[src/hdl/taqe_pkg.sv]
// shared types and constants for the tree ancestor query engine
package taqe_pkg;

  localparam int NODE_W    = 10;
  localparam int DIST_W    = 11;
  localparam int DEPTH_SPAN = 1024;
  localparam logic [NODE_W-1:0] DEPTH_MAX = 10'h3FF;

  typedef enum logic [1:0] {
    KIND_LOAD = 2'd0,
    KIND_ANC  = 2'd1,
    KIND_LCA  = 2'd2,
    KIND_DIST = 2'd3
  } kind_t;

  typedef struct packed {
    logic [1:0]        kind;
    logic [NODE_W-1:0] node_a;
    logic [NODE_W-1:0] node_b;
    logic [NODE_W-1:0] steps;
  } in_t;

  typedef struct packed {
    logic [NODE_W-1:0] result_node;
    logic [DIST_W-1:0] result_distance;
    logic              status;
  } out_t;

  typedef enum logic [4:0] {
    OP_NONE,
    OP_LATCH,
    OP_FAIL,
    OP_ROOT_WR,
    OP_RD_DEP_B,
    OP_LD_DW,
    OP_RD_JU_LVL,
    OP_LD_JW,
    OP_RD_DEP_A,
    OP_Q_SET,
    OP_RD_JC_TOP,
    OP_C_TOPW,
    OP_C_SETBIT,
    OP_RD_JC_LVL,
    OP_C_BITW,
    OP_LVL_DEC,
    OP_DU_RD_B,
    OP_EQ_SET,
    OP_RD_JU_TOP,
    OP_T_RV,
    OP_T_STEP,
    OP_B_RV,
    OP_B_STEP,
    OP_F_W,
    OP_RD_DEP_U,
    OP_DONE_NODE,
    OP_DONE_LOAD,
    OP_DONE_DIST
  } dp_op_t;

  typedef struct packed {
    logic       bad_req;
    logic       root_load;
    logic [1:0] kind;
    logic       step_over;
    logic       k_ge_top;
    logic       node_c_null;
    logic       k_bit;
    logic       lvl_zero;
    logic       lvl_last;
    logic       lvl_pen;
    logic       uv_eq;
    logic       rep_done;
    logic       p_eq;
    logic       u_zero;
  } dp_sts_t;

  typedef enum logic [4:0] {
    ST_IDLE,
    ST_CHECK,
    ST_ROOT,
    ST_L_DR,
    ST_L_DW,
    ST_L_JR,
    ST_L_JW,
    ST_OUT_LOAD,
    ST_Q_DR,
    ST_Q_DC,
    ST_C_TOP,
    ST_C_TOPW,
    ST_C_BIT,
    ST_C_BITW,
    ST_OUT_NODE,
    ST_D_RA,
    ST_D_RB,
    ST_D_CMP,
    ST_A_EQ,
    ST_T_RU,
    ST_T_RV,
    ST_T_CMP,
    ST_B_INIT,
    ST_B_RU,
    ST_B_RV,
    ST_B_CMP,
    ST_F_RU,
    ST_F_W,
    ST_W_CHK,
    ST_X_D
  } state_t;

endpackage

[src/hdl/taqe_ctrl.sv]
// controller state machine sequencing loads and queries
module taqe_ctrl (
  input  logic             clk,
  input  logic             rst_n,
  input  logic             start,
  output logic             busy,
  input  taqe_pkg::dp_sts_t sts,
  output taqe_pkg::dp_op_t  op
);
  import taqe_pkg::*;

  state_t state_r, state_nxt;
  state_t ret_st;

  assign busy   = (state_r != ST_IDLE);
  assign ret_st = (sts.kind == KIND_ANC) ? ST_OUT_NODE : ST_A_EQ;

  always_ff @(posedge clk) begin
    if (!rst_n) begin
      state_r <= ST_IDLE;
    end else begin
      state_r <= state_nxt;
    end
  end

  always_comb begin
    state_nxt = state_r;
    case (state_r)
      ST_IDLE:     if (start) state_nxt = ST_CHECK;
      ST_CHECK: begin
        if (sts.bad_req) state_nxt = ST_IDLE;
        else if (sts.kind == KIND_LOAD) state_nxt = sts.root_load ? ST_ROOT : ST_L_DR;
        else if (sts.kind == KIND_ANC) state_nxt = ST_Q_DR;
        else state_nxt = ST_D_RA;
      end
      ST_ROOT:     if (sts.lvl_last) state_nxt = ST_OUT_LOAD;
      ST_L_DR:     state_nxt = ST_L_DW;
      ST_L_DW:     state_nxt = ST_L_JR;
      ST_L_JR:     state_nxt = ST_L_JW;
      ST_L_JW:     state_nxt = sts.lvl_pen ? ST_OUT_LOAD : ST_L_JR;
      ST_OUT_LOAD: state_nxt = ST_IDLE;
      ST_Q_DR:     state_nxt = ST_Q_DC;
      ST_Q_DC:     state_nxt = sts.step_over ? ST_IDLE : ST_C_TOP;
      ST_C_TOP: begin
        state_nxt = (sts.k_ge_top && !sts.node_c_null) ? ST_C_TOPW : ST_C_BIT;
      end
      ST_C_TOPW:   state_nxt = ST_C_TOP;
      ST_C_BIT: begin
        if (sts.k_bit && !sts.node_c_null) state_nxt = ST_C_BITW;
        else if (sts.lvl_zero) state_nxt = ret_st;
      end
      ST_C_BITW:   state_nxt = sts.lvl_zero ? ret_st : ST_C_BIT;
      ST_OUT_NODE: state_nxt = ST_IDLE;
      ST_D_RA:     state_nxt = ST_D_RB;
      ST_D_RB:     state_nxt = ST_D_CMP;
      ST_D_CMP:    state_nxt = ST_C_TOP;
      ST_A_EQ:     state_nxt = sts.uv_eq ? ST_W_CHK : ST_T_RU;
      ST_T_RU:     state_nxt = sts.rep_done ? ST_B_INIT : ST_T_RV;
      ST_T_RV:     state_nxt = ST_T_CMP;
      ST_T_CMP:    state_nxt = sts.p_eq ? ST_B_INIT : ST_T_RU;
      ST_B_INIT:   state_nxt = ST_B_RU;
      ST_B_RU:     state_nxt = ST_B_RV;
      ST_B_RV:     state_nxt = ST_B_CMP;
      ST_B_CMP:    state_nxt = sts.lvl_zero ? ST_F_RU : ST_B_RU;
      ST_F_RU:     state_nxt = ST_F_W;
      ST_F_W:      state_nxt = ST_W_CHK;
      ST_W_CHK: begin
        if (sts.u_zero || sts.kind == KIND_LCA) state_nxt = ST_IDLE;
        else state_nxt = ST_X_D;
      end
      ST_X_D:      state_nxt = ST_IDLE;
      default:     state_nxt = ST_IDLE;
    endcase
  end

  always_comb begin
    op = OP_NONE;
    case (state_r)
      ST_IDLE:     if (start) op = OP_LATCH;
      ST_CHECK:    if (sts.bad_req) op = OP_FAIL;
      ST_ROOT:     op = OP_ROOT_WR;
      ST_L_DR:     op = OP_RD_DEP_B;
      ST_L_DW:     op = OP_LD_DW;
      ST_L_JR:     op = OP_RD_JU_LVL;
      ST_L_JW:     op = OP_LD_JW;
      ST_OUT_LOAD: op = OP_DONE_LOAD;
      ST_Q_DR:     op = OP_RD_DEP_A;
      ST_Q_DC:     op = sts.step_over ? OP_FAIL : OP_Q_SET;
      ST_C_TOP:    op = (sts.k_ge_top && !sts.node_c_null) ? OP_RD_JC_TOP : OP_C_SETBIT;
      ST_C_TOPW:   op = OP_C_TOPW;
      ST_C_BIT: begin
        if (sts.k_bit && !sts.node_c_null) op = OP_RD_JC_LVL;
        else if (!sts.lvl_zero) op = OP_LVL_DEC;
      end
      ST_C_BITW:   op = OP_C_BITW;
      ST_OUT_NODE: op = OP_DONE_NODE;
      ST_D_RA:     op = OP_RD_DEP_A;
      ST_D_RB:     op = OP_DU_RD_B;
      ST_D_CMP:    op = OP_EQ_SET;
      ST_T_RU:     if (!sts.rep_done) op = OP_RD_JU_TOP;
      ST_T_RV:     op = OP_T_RV;
      ST_T_CMP:    if (!sts.p_eq) op = OP_T_STEP;
      ST_B_INIT:   op = OP_C_SETBIT;
      ST_B_RU:     op = OP_RD_JU_LVL;
      ST_B_RV:     op = OP_B_RV;
      ST_B_CMP:    op = OP_B_STEP;
      ST_F_RU:     op = OP_RD_JU_LVL;
      ST_F_W:      op = OP_F_W;
      ST_W_CHK: begin
        if (sts.u_zero) op = OP_FAIL;
        else if (sts.kind == KIND_LCA) op = OP_DONE_NODE;
        else op = OP_RD_DEP_U;
      end
      ST_X_D:      op = OP_DONE_DIST;
      default:     op = OP_NONE;
    endcase
  end

endmodule

[config.mk]
export PLATFORM = sky130hd
export DESIGN_NAME = taqe_ctrl
export DESIGN_NICKNAME = d
export VERILOG_FILES = /design/src/hdl/taqe_pkg.sv /design/src/hdl/taqe_ctrl.sv
export SDC_FILE = /design/constraint.sdc
export NUM_CORES = 1
export LEC_CHECK = 0
export ABC_AREA = 1
export BUFFER_PORTS_ARGS = -buffer_cell sky130_fd_sc_hd__buf_2
export CAP_MARGIN = 20
export CORE_UTILIZATION = 58
export CTS_BUF_LIST = sky130_fd_sc_hd__clkbuf_16
export CTS_CLUSTER_SIZE = 12
export DETAILED_ROUTE_END_ITERATION = 16
export GPL_ROUTABILITY_DRIVEN = 1
export PLACE_DENSITY = 0.87
export SYNTH_ARGS = -nofsm -noshare
export SYNTH_HDL_FRONTEND = slang
export SYNTH_SLANG_ARGS = --single-unit
[constraint.sdc]
create_clock -name clk -period 3.6 [get_ports clk]
set_clock_uncertainty 0.1 [all_clocks]
set_input_delay 0.54 -clock clk [delete_from_list [all_inputs] [get_ports clk]]
set_output_delay 0.54 -clock clk [all_outputs]
set_load 0.005 [all_outputs]
# Word level (Yosys, flattened, before mapping)

Index checks and enable logic that the tools add are counted.

Bits in registers: 5
Output and inout bits: 6
Word-level logic and storage cells: 76

Eq/ne operators: 34
Muxes and demuxes: 30
Reductions and logical operators: 11

Operators with widths:

| operator             | count |
|---|---|
| $pmux W5 S26         | 2 |
| $eq A5 B5 Y1 const B | 14 |
| $mux W5              | 10 |
| $eq A5 B4 Y1 const B | 8 |
| $mux W4              | 8 |
| $eq A5 B3 Y1 const B | 4 |
| $mux W3              | 4 |
| $eq A5 B2 Y1 const B | 2 |
| $mux W2              | 3 |
| $eq A5 B1 Y1 const B | 1 |
| $logic_not A5 Y1     | 1 |
| $reduce_bool A5 Y1   | 1 |
| $ne A2 B2 Y1 const B | 2 |
| $reduce_or A2 Y1     | 2 |
| $mux W1              | 3 |
| $ne A3 B3 Y1 const B | 1 |
| $reduce_and A3 Y1    | 1 |
| $reduce_or A3 Y1     | 1 |
| $eq A2 B1 Y1 const B | 1 |
| $eq A2 B2 Y1 const B | 1 |
| $logic_and A1 B1 Y1  | 2 |
| $logic_not A2 Y1     | 1 |
| $logic_not A1 Y1     | 1 |
| $logic_or A1 B1 Y1   | 1 |

# Longest topological paths before layout

Gate-level depths: netlist (run 1).

Depth after elaboration: 5
Gate-level depth with buffers: 11
Gate-level depth less buffers: 10

# Least setup slack after synthesis (run 1)

Ideal clock, no wire load.

Path kind: register -> output
Start: register state_r[1]
End: output op[1]
Data arrival time: 1.195 ns
Required time: 2.960 ns
Path slack: 1.765 ns
Stages on the path, launching flop included: 9
Buffers on the path: 1
Path through: dfxtp_1 > buf_4 > nor2_2 > nand2_1 > nor2_1 > nand2_1 > nor2_1 > nor3_1 > nand4_1

Longest elaborated chain between the ends: 3

Ends and longest elaborated chain:

| element                                                                      | line            | source |
|---|---|---|
| start, declared                                                              | taqe_ctrl.sv:12 | `state_t state_r, state_nxt;` |
| start signal, assigned                                                       | taqe_ctrl.sv:22 | `state_r <= state_nxt;` |
| $eq A5 B5 Y1, or another cell as far along                                   | taqe_ctrl.sv:78 | `case (state_r)` |
| $reduce_or A3 Y1 (no source line) / $reduce_or A2 Y1 (equally long branches) | -               |  |
| $pmux W5 S26 *                                                               | taqe_ctrl.sv:78 |  |
| end, declared                                                                | taqe_ctrl.sv:8  | `output taqe_pkg::dp_op_t op` |

Every way passes the cells marked *; elsewhere a longest branch is shown, timed or not.

# Worst setup path after layout (run 1)

Start: register state_r[4]
End: output op[1]

The elaborated chain is that of the path after synthesis.

==> metrics.md, run 1 <==
| Metric | Value |
|---|---|
| First-pass GRT wire length | 5582 um |
| Reg with most FFs | state_r |
| CTS sink cnt | 5 |
| Worst slew margin | 71.32% |
| Power Density | 507.5 mW/mm2 |
| Worst Hold Class | in -> reg |
| Count of input and output buffers | 23 |
| TritonRoute pass-1 iters | 7 |
| Total global-route track usage | 38.40% |
| Via density per instance | 5.882 |
| Routed wire length | 3317 um |
| Cells after synthesis | 215 |
| N_diodes | 0 |
| Crit. End Element | primary output |
| Drc violations | 0 |
| Critical Path AT | 2020 ps |
| Count of different cell masters after synthesis | 19 |
| Clock Latency Late Sink | 230 ps |
| Most common cell after layout, fill and taps aside | nand2_1 |
| Clock transition at path regs | 30 ps |
| Vias | 1500 |
| Total die area | 0.001941 mm2 |
| Antenna violations before repair | 0 |
| Fin nets | 258 |
| Core Util, Final | 76.75% |
| Routability cong. | 1.094 |
| Largest net degree at the start of global routing | 12 |
| Synth top area share | 22.68% |
| # placed instances | 251 |
| Core area | 0.001577 mm2 |
| Sequential area share after synthesis | 9.756% |
| Post-layout minimum cycle time | 2660 ps |
| Area growth syn-to-layout | 17.93% |
| Synthesized Nets | 233 |
| H-tree lvl count | 1 |
| Largest area contributor in the netlist | nand2_1 |
| Routed wire per std cell | 13.01 um |
| I/O pin count | 24 |
| Worst setup SP type | flip-flop |
| HPWL after DPL | 2717 um |
| Finished Layout Cells | 255 |
| TNS Setup | 0 ps |
| Post-cts sizing count | 0 |
| Clock Tree Buf Depth | 2 |
| Design area | 0.001210 mm2 |
| CTS Hold Bufs | 0 |
| Share of cells above drive strength 1 | 12.97% |
| Tcrit/Tclk final | 73.90% |
| Detail Route Antenna Nets | 0 |
| Status | finished, final reports clean |
| Final setup vio count | 0 |
| CTS tree | built |
| Sequential Area | 100.1 um2 |
| Final Hold Fails | 0 |
| Area of the multi-input gates | 802.0 um2 |
| Pleak | 0.7028 nW |
| Max Freq | 375.9 MHz |
| WP data required | 2960 ps |
| RSZ-0062 raised after global routing | false |
| Maximum vdd drop | 0.3993 mV |
| Initial Utilization | 65.08% |
| Commonest non-fill, non-tap cells in the layout | nand2_1 (62), nor2_1 (56), inv_1 (26) |
| Critical path peak fanout | 11 |
| WS Path Type | reg -> out |
| Worst slew pin tran | 426.9 ps |
| Synth top area cells | nand2_1 (23%), nor2_1 (20%), nand3_1 (10%), dfxtp_1 (9.8%), inv_1 (9.1%) |
| Largest register FFs | 5 |
| CTS buffer count | 3 |
| Setup Fix Bufs, Post-CTS | 0 |
| Die X | 44.06 um |
| Root buffer cell | clkbuf_16 |
| Biggest regs | state_r (5) |
| Syn_area_per_cell | 4.772 um2 |
| Flop-to-flop setup slack | 1580 ps |
| Number of global-route vias before repair | 1254 |
| Die Y | 44.06 um |
| Yosys warns | 0 |
| Fin. max-slew vios | 0 |
| GRT overflow | 0 |
| Mapped cell area | 0.001026 mm2 |
| # fillers | 161 |
| Max_cap viols | 0 |
| Num rows | 14 |
| Initial drt markers | 118 |
| Yosys reg bits | 5 |
| Placed inst area | 0.001131 mm2 |
-- final timing paths --
path | startpoint | end | cells after the start
min | rst_n | state_r[4]$_SDFFE_PN0P_ | 3
min reg2reg | state_r[4]$_SDFFE_PN0P_ | state_r[2]$_SDFFE_PN0P_ | 6
max | state_r[4]$_SDFFE_PN0P_ | op[1] | 8
max reg2reg | state_r[4]$_SDFFE_PN0P_ | state_r[1]$_SDFFE_PN0P_ | 8
-- per-layer routing --
metal	vias to the layer above	track usage (%)	part of all wire, %
met3	13	9.388	14
met2	115	59.41	43
met5	-	0	0
met1	623	55.25	42
met4	0	5.455	1.5
li1	749	-	-
-- layout make-up --
class | instances | share of cell area (%)
multi-input combinational | 182 | 66.29
tap | 16 | 1.655
sequential | 5 | 8.273
timing repair buffer | 23 | 9.514
clock inverter | 1 | 0.3102
clock buffer | 3 | 6.205
inverter | 25 | 7.756
-- Yosys cell counts --
library cell  number
a211oi_1           1
buf_6              2
nor2_1            56
inv_1             25
a221oi_1           1
nand3_1           21
nor4_1             3
nor3_2             1
dfxtp_1            5
nand2_1           62
o21ai_0            4
nand3_4            1
o21ai_1            1
o211ai_1           1
nor2_2             3
buf_4              1
a21oi_1           12
nand4_1            4
nor3_1            11
-- kinds of logic (layout without fill, tap and decap cells) --
kind of cell / after synthesis / count (layout) / share of synthesized area, %
simple gates: 162 / 162 / 67.56
buf+inv: 28 / 52 / 12.07
compound gates: 20 / 20 / 10.61
flops: 5 / 5 / 9.756
-- where the power goes --
| part | internal (mW) | total [mW] | switching (mW) |
|---|---|---|---|
| logic | 0.118 | 0.342 | 0.224 |
| registers | 0.0689 | 0.0941 | 0.0253 |
| clock network | 0.144 | 0.178 | 0.0343 |
-- metrics by stage --
stage	total power [mW]	worst slack (ps)	hold slack, ps
2_1_floorplan	0.3282	1765	613.1
3_3_place_gp	0.4286	1240	712.9
3_5_place_dp	0.4282	1251	722.9
4_1_cts	0.6070	1013	492.8
5_1_grt	0.6661	756.0	505.1
6_report	0.6140	939.6	495.9
-- critical path: stages (launching register included) --
cell	delay [ps]
dfxtp_1	410
inv_1	350
nand2_1	190
nor2_1	160
nand2_1	90
nor2_1	280
nor3_1	110
nand4_1	100
buf_2	110
(Power assumes the default switching activity.)
==> run 2, diff against run 1 <==
--- a/config.mk
+++ b/config.mk
@@ -8,12 +8,12 @@
 export ABC_AREA = 1
 export BUFFER_PORTS_ARGS = -buffer_cell sky130_fd_sc_hd__buf_2
 export CAP_MARGIN = 20
-export CORE_UTILIZATION = 58
+export CORE_UTILIZATION = 48
 export CTS_BUF_LIST = sky130_fd_sc_hd__clkbuf_16
 export CTS_CLUSTER_SIZE = 12
 export DETAILED_ROUTE_END_ITERATION = 16
 export GPL_ROUTABILITY_DRIVEN = 1
-export PLACE_DENSITY = 0.87
+export PLACE_DENSITY = 0.77
 export SYNTH_ARGS = -nofsm -noshare
 export SYNTH_HDL_FRONTEND = slang
 export SYNTH_SLANG_ARGS = --single-unit
==> constraint.sdc (replaced) <==
create_clock -name clk -period 2.4 [get_ports clk]
set_clock_uncertainty 0.1 [all_clocks]
set_input_delay 0.36 -clock clk [delete_from_list [all_inputs] [get_ports clk]]
set_output_delay 0.36 -clock clk [all_outputs]
set_load 0.005 [all_outputs]
==> run 2 against run 1 <==
Compared with the run above: register-to-register slack lost 990 ps; sequential power rose by 50%; hold slack worse by 180 ps; largest power group unchanged; global-route usage decreased by 5.2 points.
==> metrics.md, run 2 (synthesis gave the netlist of run 1 again) <==
| Metric | Value |
|---|---|
| First-pass GRT wire length | 5237 um (was 5582 um) |
| Vias | 1506 (was 1500) |
| Count of input and output buffers | 23 (unchanged) |
| Clock transition at path regs | 30 ps (about the same) |
| Num rows | 16 (was 14) |
| Tcrit/Tclk final | 93.97% |
| Worst path cell trace | nor2_2 -> nand2_1 -> nor2_1 -> nand2_1 -> nor2_1 -> nor3_1 -> nand4_1 -> buf_2 (was inv_1 -> nand2_1 -> nor2_1 -> nand2_1 -> nor2_1 -> nor3_1 -> nand4_1 -> buf_2) |
| Die X | 48.23 um (was 44.06 um) |
| Routed met3 length | 473 um (was 450 um) |
| Initial Utilization | 51.77% (was 65.08%) |
| Worst slew margin | 70.93% (was 71.32%) |
| CTS sink cnt | 5 (unchanged) |
| Crit. End Element | primary output (unchanged) |
| Fin. max-slew vios | 0 (unchanged) |
| CP max-delay cell | dfxtp_1 (unchanged) |
| CTS tree | built (unchanged) |
| Uppermost layer routed | met4 (unchanged) |
| Total die area | 0.002326 mm2 (was 0.001941 mm2) |
| Number of global-route vias before repair | 1188 (was 1254) |
| Worst Hold Class | in -> reg (unchanged) |
| Routed wire per std cell | 12.93 um (was 13.01 um) |
| TNS Setup | 0 ps (unchanged) |
| Die Y | 48.23 um (was 44.06 um) |
| HPWL after DPL | 2837 um (was 2717 um) |
| Largest net degree at the start of global routing | 11 (was 12) |
| WP data required | 1940 ps (was 2960 ps) |
| Core area | 0.001982 mm2 (was 0.001577 mm2) |
| N_diodes | 0 (unchanged) |
| I/O pin count | 24 (unchanged) |
| CTS Hold Bufs | 0 (unchanged) |
| H-tree lvl count | 1 (unchanged) |
| WS Path Type | reg -> out (unchanged) |
| Biggest regs | state_r (5) (unchanged) |
| Area growth syn-to-layout | 24.51% (was 17.93%) |
| Antenna violations before repair | 0 (unchanged) |
| Max Freq | 443.4 MHz |
| Critical Path AT | 1800 ps (was 2020 ps) |
| CTS buffer count | 3 (unchanged) |
| Detail Route Antenna Nets | 0 (unchanged) |
| Root buffer cell | clkbuf_16 (unchanged) |
| Finished Layout Cells | 272 (was 255) |
| Drc violations | 0 (unchanged) |
| Max_cap viols | 0 (unchanged) |
| Met2 routed WL | 1530 um (was 1417 um) |
| Fin nets | 264 (was 258) |
| Clock Latency Late Sink | 230 ps (about the same) |
| Worst setup SP type | flip-flop (unchanged) |
| Initial drt markers | 103 (was 118) |
| Reg with most FFs | state_r (unchanged) |
| Status | finished, final reports clean (unchanged) |
| Met1 WL | 1449 um (was 1398 um) |
| # placed instances | 263 (was 251) |
| Share of cells above drive strength 1 | 16.33% (was 12.97%) |
| TritonRoute pass-1 iters | 5 (was 7) |
| Flop-to-flop setup slack | 590 ps (was 1580 ps) |
| Post-layout minimum cycle time | 2255 ps |
| Routed wire length | 3517 um (was 3317 um) |
| Final Hold Fails | 0 (unchanged) |
| Pleak | 0.7290 nW (was 0.7028 nW) |
| Most common cell after layout, fill and taps aside | nand2_1 (unchanged) |
| Via density per instance | 5.537 (was 5.882) |
| Final setup vio count | 0 (unchanged) |
| # fillers | 209 (was 161) |
| Worst slew pin tran | 432.7 ps (was 426.9 ps) |
| Commonest non-fill, non-tap cells in the layout | nand2_1 (62), nor2_1 (56), inv_1 (25) (was nand2_1 (62), nor2_1 (56), inv_1 (26)) |
| RSZ-0062 raised after global routing | false (unchanged) |
| Routability cong. | 1.027 (was 1.094) |
| Crit-path max cell delay | 360 ps (was 410 ps) |
| GRT overflow | 0 (unchanged) |
| Power Density | 734.9 mW/mm2 (was 507.5 mW/mm2) |
| Maximum vdd drop | 0.7903 mV (was 0.3993 mV) |
| Clock Tree Buf Depth | 2 (unchanged) |
| Largest register FFs | 5 (unchanged) |
| Total global-route track usage | 33.21% (was 38.40%) |
| Critical path peak fanout | 7 (was 11) |
==> run 2: cell count changes in the layout (fill, tap and decap cells not counted), sizes merged <==
cell	delta
clkinvlp	+1
buf	+6
inv	-1
==> run 2: path summary, 6_finish.rpt <==
kind / startpoint / to / depth (start not counted)
worst min register to register: state_r[4]$_SDFFE_PN0P_ / state_r[4]$_SDFFE_PN0P_ / 6
worst min-delay path: rst_n / state_r[4]$_SDFFE_PN0P_ / 3
worst max register to register: state_r[4]$_SDFFE_PN0P_ / state_r[0]$_SDFFE_PN0P_ / 9
worst max-delay path: state_r[0]$_SDFFE_PN0P_ / op[1] / 8
==> run 2: where the power goes <==
part | switching [mW] | total (mW) | internal, mW
combinational | 0.344 | 0.531 | 0.187
clock | 0.0507 | 0.266 | 0.215
sequential | 0.0381 | 0.141 | 0.103
total | 0.433 | 0.939 | 0.506
==> run 2: cell type report <==
type,count,area [um2],area share (%)
Clock buffer,3,75.07,5.877
Clock inverter,1,3.754,0.2938
Inverter,25,97.59,7.640
Multi-Input combinational cell,182,802.0,62.78
Sequential cell,5,105.1,8.227
Tap cell,27,33.78,2.644
Timing Repair Buffer,29,160.2,12.54
==> run 2: what timing repair did <==
action	in CTS	in global routing
hold endpoints to repair	0	0
setup endpoints to repair	2	2
resized for setup	2	2
pin swaps	0	0
buffers inserted	3	2
==> run 2: routing by layer <==
| layer | track usage, % | vias up |
|---|---|---|
| met5 | 0 | - |
| met4 | 5.000 | 0 |
| met3 | 11.11 | 11 |
| met2 | 49.07 | 108 |
| met1 | 47.36 | 630 |
| li1 | - | 757 |
==> run 2: critical path: cells and delay by family (launching register included) <==
| kind | cells | cell delay (ps) |
|---|---|---|
| and+or+nand+nor | 7 | 1080 |
| DFF | 1 | 360 |
| buffers and inverters | 1 | 110 |
==> run 2: per-stage QoR <==
step	utilization, %	total power, mW	cell area [um2]	hold WS (ps)	worst slack (ps)
floorplan	-	0.4923	1026	433.1	745.1
global placement	58.14	0.6622	1152	534.7	200.7
detailed placement	58.14	0.6561	1152	533.9	213.4
CTS	63.51	0.9272	1259	313.2	132.4
global route	64.46	1.017	1277	353.7	1.016
finish	64.46	0.9388	1277	316.1	144.7
==> run 3, diff against run 2 <==
--- a/config.mk
+++ b/config.mk
@@ -8,7 +8,9 @@
 export ABC_AREA = 1
 export BUFFER_PORTS_ARGS = -buffer_cell sky130_fd_sc_hd__buf_2
 export CAP_MARGIN = 20
-export CORE_UTILIZATION = 48
+export CELL_PAD_IN_SITES_DETAIL_PLACEMENT = 1
+export CELL_PAD_IN_SITES_GLOBAL_PLACEMENT = 1
+export CORE_UTILIZATION = 30
 export CTS_BUF_LIST = sky130_fd_sc_hd__clkbuf_16
 export CTS_CLUSTER_SIZE = 12
 export DETAILED_ROUTE_END_ITERATION = 16
==> run 3 against run 2 <==
Compared with the run above: sequential share of layout area fell by 0.32 points; wire length rose by 22%; die area rose by 57%; clock power rose by 2%; total power rose by 3.8%; setup slack improved by 7.7 ps; fmax rose by 0.34%; non-clock buffer count fell by 2; final cell count rose by 5.5%; sequential cell count did not move.
==> metrics.md, run 3 (synthesis gave the netlist of run 1 again) <==
| Metric | Value |
|---|---|
| Status | finished, final reports clean (unchanged) |
| R2R depth | 8 (was 9) |
| Tcrit/Tclk final | 93.65% (was 93.97%) |
| Crit. End Element | primary output (unchanged) |
| Reg2Reg Launch Point | state_r[0]$_SDFFE_PN0P_ (was state_r[4]$_SDFFE_PN0P_) |
| RR Endpoint | state_r[2]$_SDFFE_PN0P_ (was state_r[0]$_SDFFE_PN0P_) |
| Worst Hold Class | in -> reg (unchanged) |
| First-pass GRT wire length | 6975 um (was 5237 um) |
| Die X | 60.48 um (was 48.23 um) |
| Clock transition at path regs | 30 ps (about the same) |
| Drc violations | 0 (unchanged) |
| Grt met1 use | 35.98% (was 47.36%) |
| Number of global-route vias before repair | 1484 (was 1188) |
| Initial drt markers | 66 (was 103) |
| Pre-CTS setup slack | 183.6 ps (was 213.4 ps) |
| WP data required | 1940 ps (about the same) |
| Worst slew margin | 76.00% (was 70.93%) |
| GRT Max-Usage Layer | met2 (unchanged) |
| H-tree lvl count | 1 (unchanged) |
| Max_cap viols | 0 (unchanged) |
| Clock Tree Buf Depth | 2 (unchanged) |
| TritonRoute pass-1 iters | 4 (was 5) |
| Initial Utilization | 32.54% (was 51.77%) |
| Total die area | 0.003658 mm2 (was 0.002326 mm2) |
| Min-delay src | rst_n (unchanged) |
| Final Worst Setup Slack | 152.4 ps (was 144.7 ps) |
| Via density per instance | 5.286 (was 5.537) |
| Fin nets | 262 (was 264) |
| Final setup vio count | 0 (unchanged) |
| Max Freq | 444.9 MHz (was 443.4 MHz) |
| N_diodes | 0 (unchanged) |
| CTS sink cnt | 5 (unchanged) |
| Total global-route track usage | 26.18% (was 33.21%) |
| Routability cong. | 0.9574 (was 1.027) |
| Clock Latency Late Sink | 230 ps (about the same) |
| Critical Path AT | 1790 ps (was 1800 ps) |
| Share of cells above drive strength 1 | 16.05% (was 16.33%) |
| I/O pin count | 24 (unchanged) |
| Largest register FFs | 5 (unchanged) |
| Worst slew pin tran | 358.7 ps (was 432.7 ps) |
| Post-layout minimum cycle time | 2248 ps (was 2255 ps) |
| CTS Hold Bufs | 0 (unchanged) |
| Worst setup SP type | flip-flop (unchanged) |
| Root buffer cell | clkbuf_16 (unchanged) |
| Routed wire per std cell | 14.97 um (was 12.93 um) |
| Final Hold Fails | 0 (unchanged) |
| Die Y | 60.48 um (was 48.23 um) |
| TNS Setup | 0 ps (unchanged) |
| Met3 usage | 4.051% (was 11.11%) |
| Vias | 1517 (was 1506) |
| Reg with most FFs | state_r (unchanged) |
| HPWL after DPL | 3600 um (was 2837 um) |
| Maximum vdd drop | 0.2966 mV (was 0.7903 mV) |
| WS Path Type | reg -> out (unchanged) |
| Critical path peak fanout | 7 (unchanged) |
| CTS buffer count | 3 (unchanged) |
| Fin. max-slew vios | 0 (unchanged) |
| Num rows | 20 (was 16) |
| Hold Crit Endpoint | state_r[4]$_SDFFE_PN0P_ (unchanged) |
| Met2 global-route usage | 43.96% (was 49.07%) |
| Commonest non-fill, non-tap cells in the layout | nand2_1 (61), nor2_1 (55), inv_1 (25) (was nand2_1 (62), nor2_1 (56), inv_1 (25)) |
| GRT overflow | 0 (unchanged) |
| Detail Route Antenna Nets | 0 (unchanged) |
| Biggest regs | state_r (5) (unchanged) |
| Pleak | 0.7230 nW (was 0.7290 nW) |
| Flop-to-flop setup slack | 560 ps (was 590 ps) |
| Count of input and output buffers | 23 (unchanged) |
| Core area | 0.003153 mm2 (was 0.001982 mm2) |
| Most common cell after layout, fill and taps aside | nand2_1 (unchanged) |
| Min-Delay Path Depth | 3 (unchanged) |
| RSZ-0062 raised after global routing | false (unchanged) |
| Routed wire length | 4296 um (was 3517 um) |
| Power Density | 761.0 mW/mm2 (was 734.9 mW/mm2) |
| Antenna violations before repair | 0 (unchanged) |
| Largest net degree at the start of global routing | 12 (was 11) |
| CTS tree | built (unchanged) |
| Area growth syn-to-layout | 24.88% (was 24.51%) |
[run 3: how the worst max path moves through the flow]
stage	slack, ps	to	cells past startpoint	from
2_1_floorplan	750	op[1]	8	state_r[1]$_SDFFE_PN0P_
3_3_place_gp	230	op[1]	8	state_r[4]$_SDFFE_PN0P_
3_5_place_dp	180	op[1]	8	state_r[4]$_SDFFE_PN0P_
4_1_cts	50	op[1]	8	state_r[0]$_SDFFE_PN0P_
5_1_grt	20	op[1]	8	state_r[2]$_SDFFE_PN0P_
6_report	150	op[1]	8	state_r[0]$_SDFFE_PN0P_
[run 3: stage by stage]
stage / area, um2 / power [mW] / hold WS, ps / utilization, % / std cells
after floorplan: 1026 / 0.4923 / 433.1 / - / 215
after global placement: 1196 / 0.6937 / 542.5 / 37.94 / 283
after detailed placement: 1196 / 0.6970 / 548.7 / 37.94 / 283
after CTS: 1275 / 0.9731 / 320.1 / 40.44 / 287
after global routing: 1281 / 1.049 / 359.0 / 40.63 / 287
final: 1281 / 0.9750 / 316.7 / 40.63 / 287
[run 3: what timing repair did]
item                                    in CTS  in global routing
endpoints found under the setup margin       1                  2
setup buffers                                0                  0
gates resized for setup                      1                  3
[run 3: critical path: stages (launching register included)]
cell     delay (ps)
dfxtp_1         380
nor2_2          240
nand2_1         140
nor2_1          180
nand2_1         110
nor2_2          210
nor3_1          110
nand4_1          90
buf_2           110
[run 3: layout make-up]
| type | count | area [um2] |
|---|---|---|
| Clock inverter | 1 | 3.754 |
| Multi-Input combinational cell | 182 | 807.0 |
| Tap cell | 44 | 55.05 |
| Sequential cell | 5 | 101.3 |
| Inverter | 25 | 93.84 |
| Clock buffer | 3 | 75.07 |
| Timing Repair Buffer | 27 | 145.1 |
| Fill cell | 500 | 1872 |
[run 3: report_power, final]
part / internal, mW / total (mW) / switching [mW]
Combinational: 0.197 / 0.566 / 0.369
Sequential: 0.103 / 0.139 / 0.0361
Clock: 0.216 / 0.270 / 0.0542
Total: 0.516 / 0.975 / 0.459
[run 3: metal layers]
layer / share of wire, % / vias up / wire (um)
li1: - / 758 / -
met1: 44 / 699 / 1898
met2: 48 / 56 / 2060
met3: 7.3 / 4 / 313
met4: 0.54 / 0 / 23
met5: 0 / - / 0
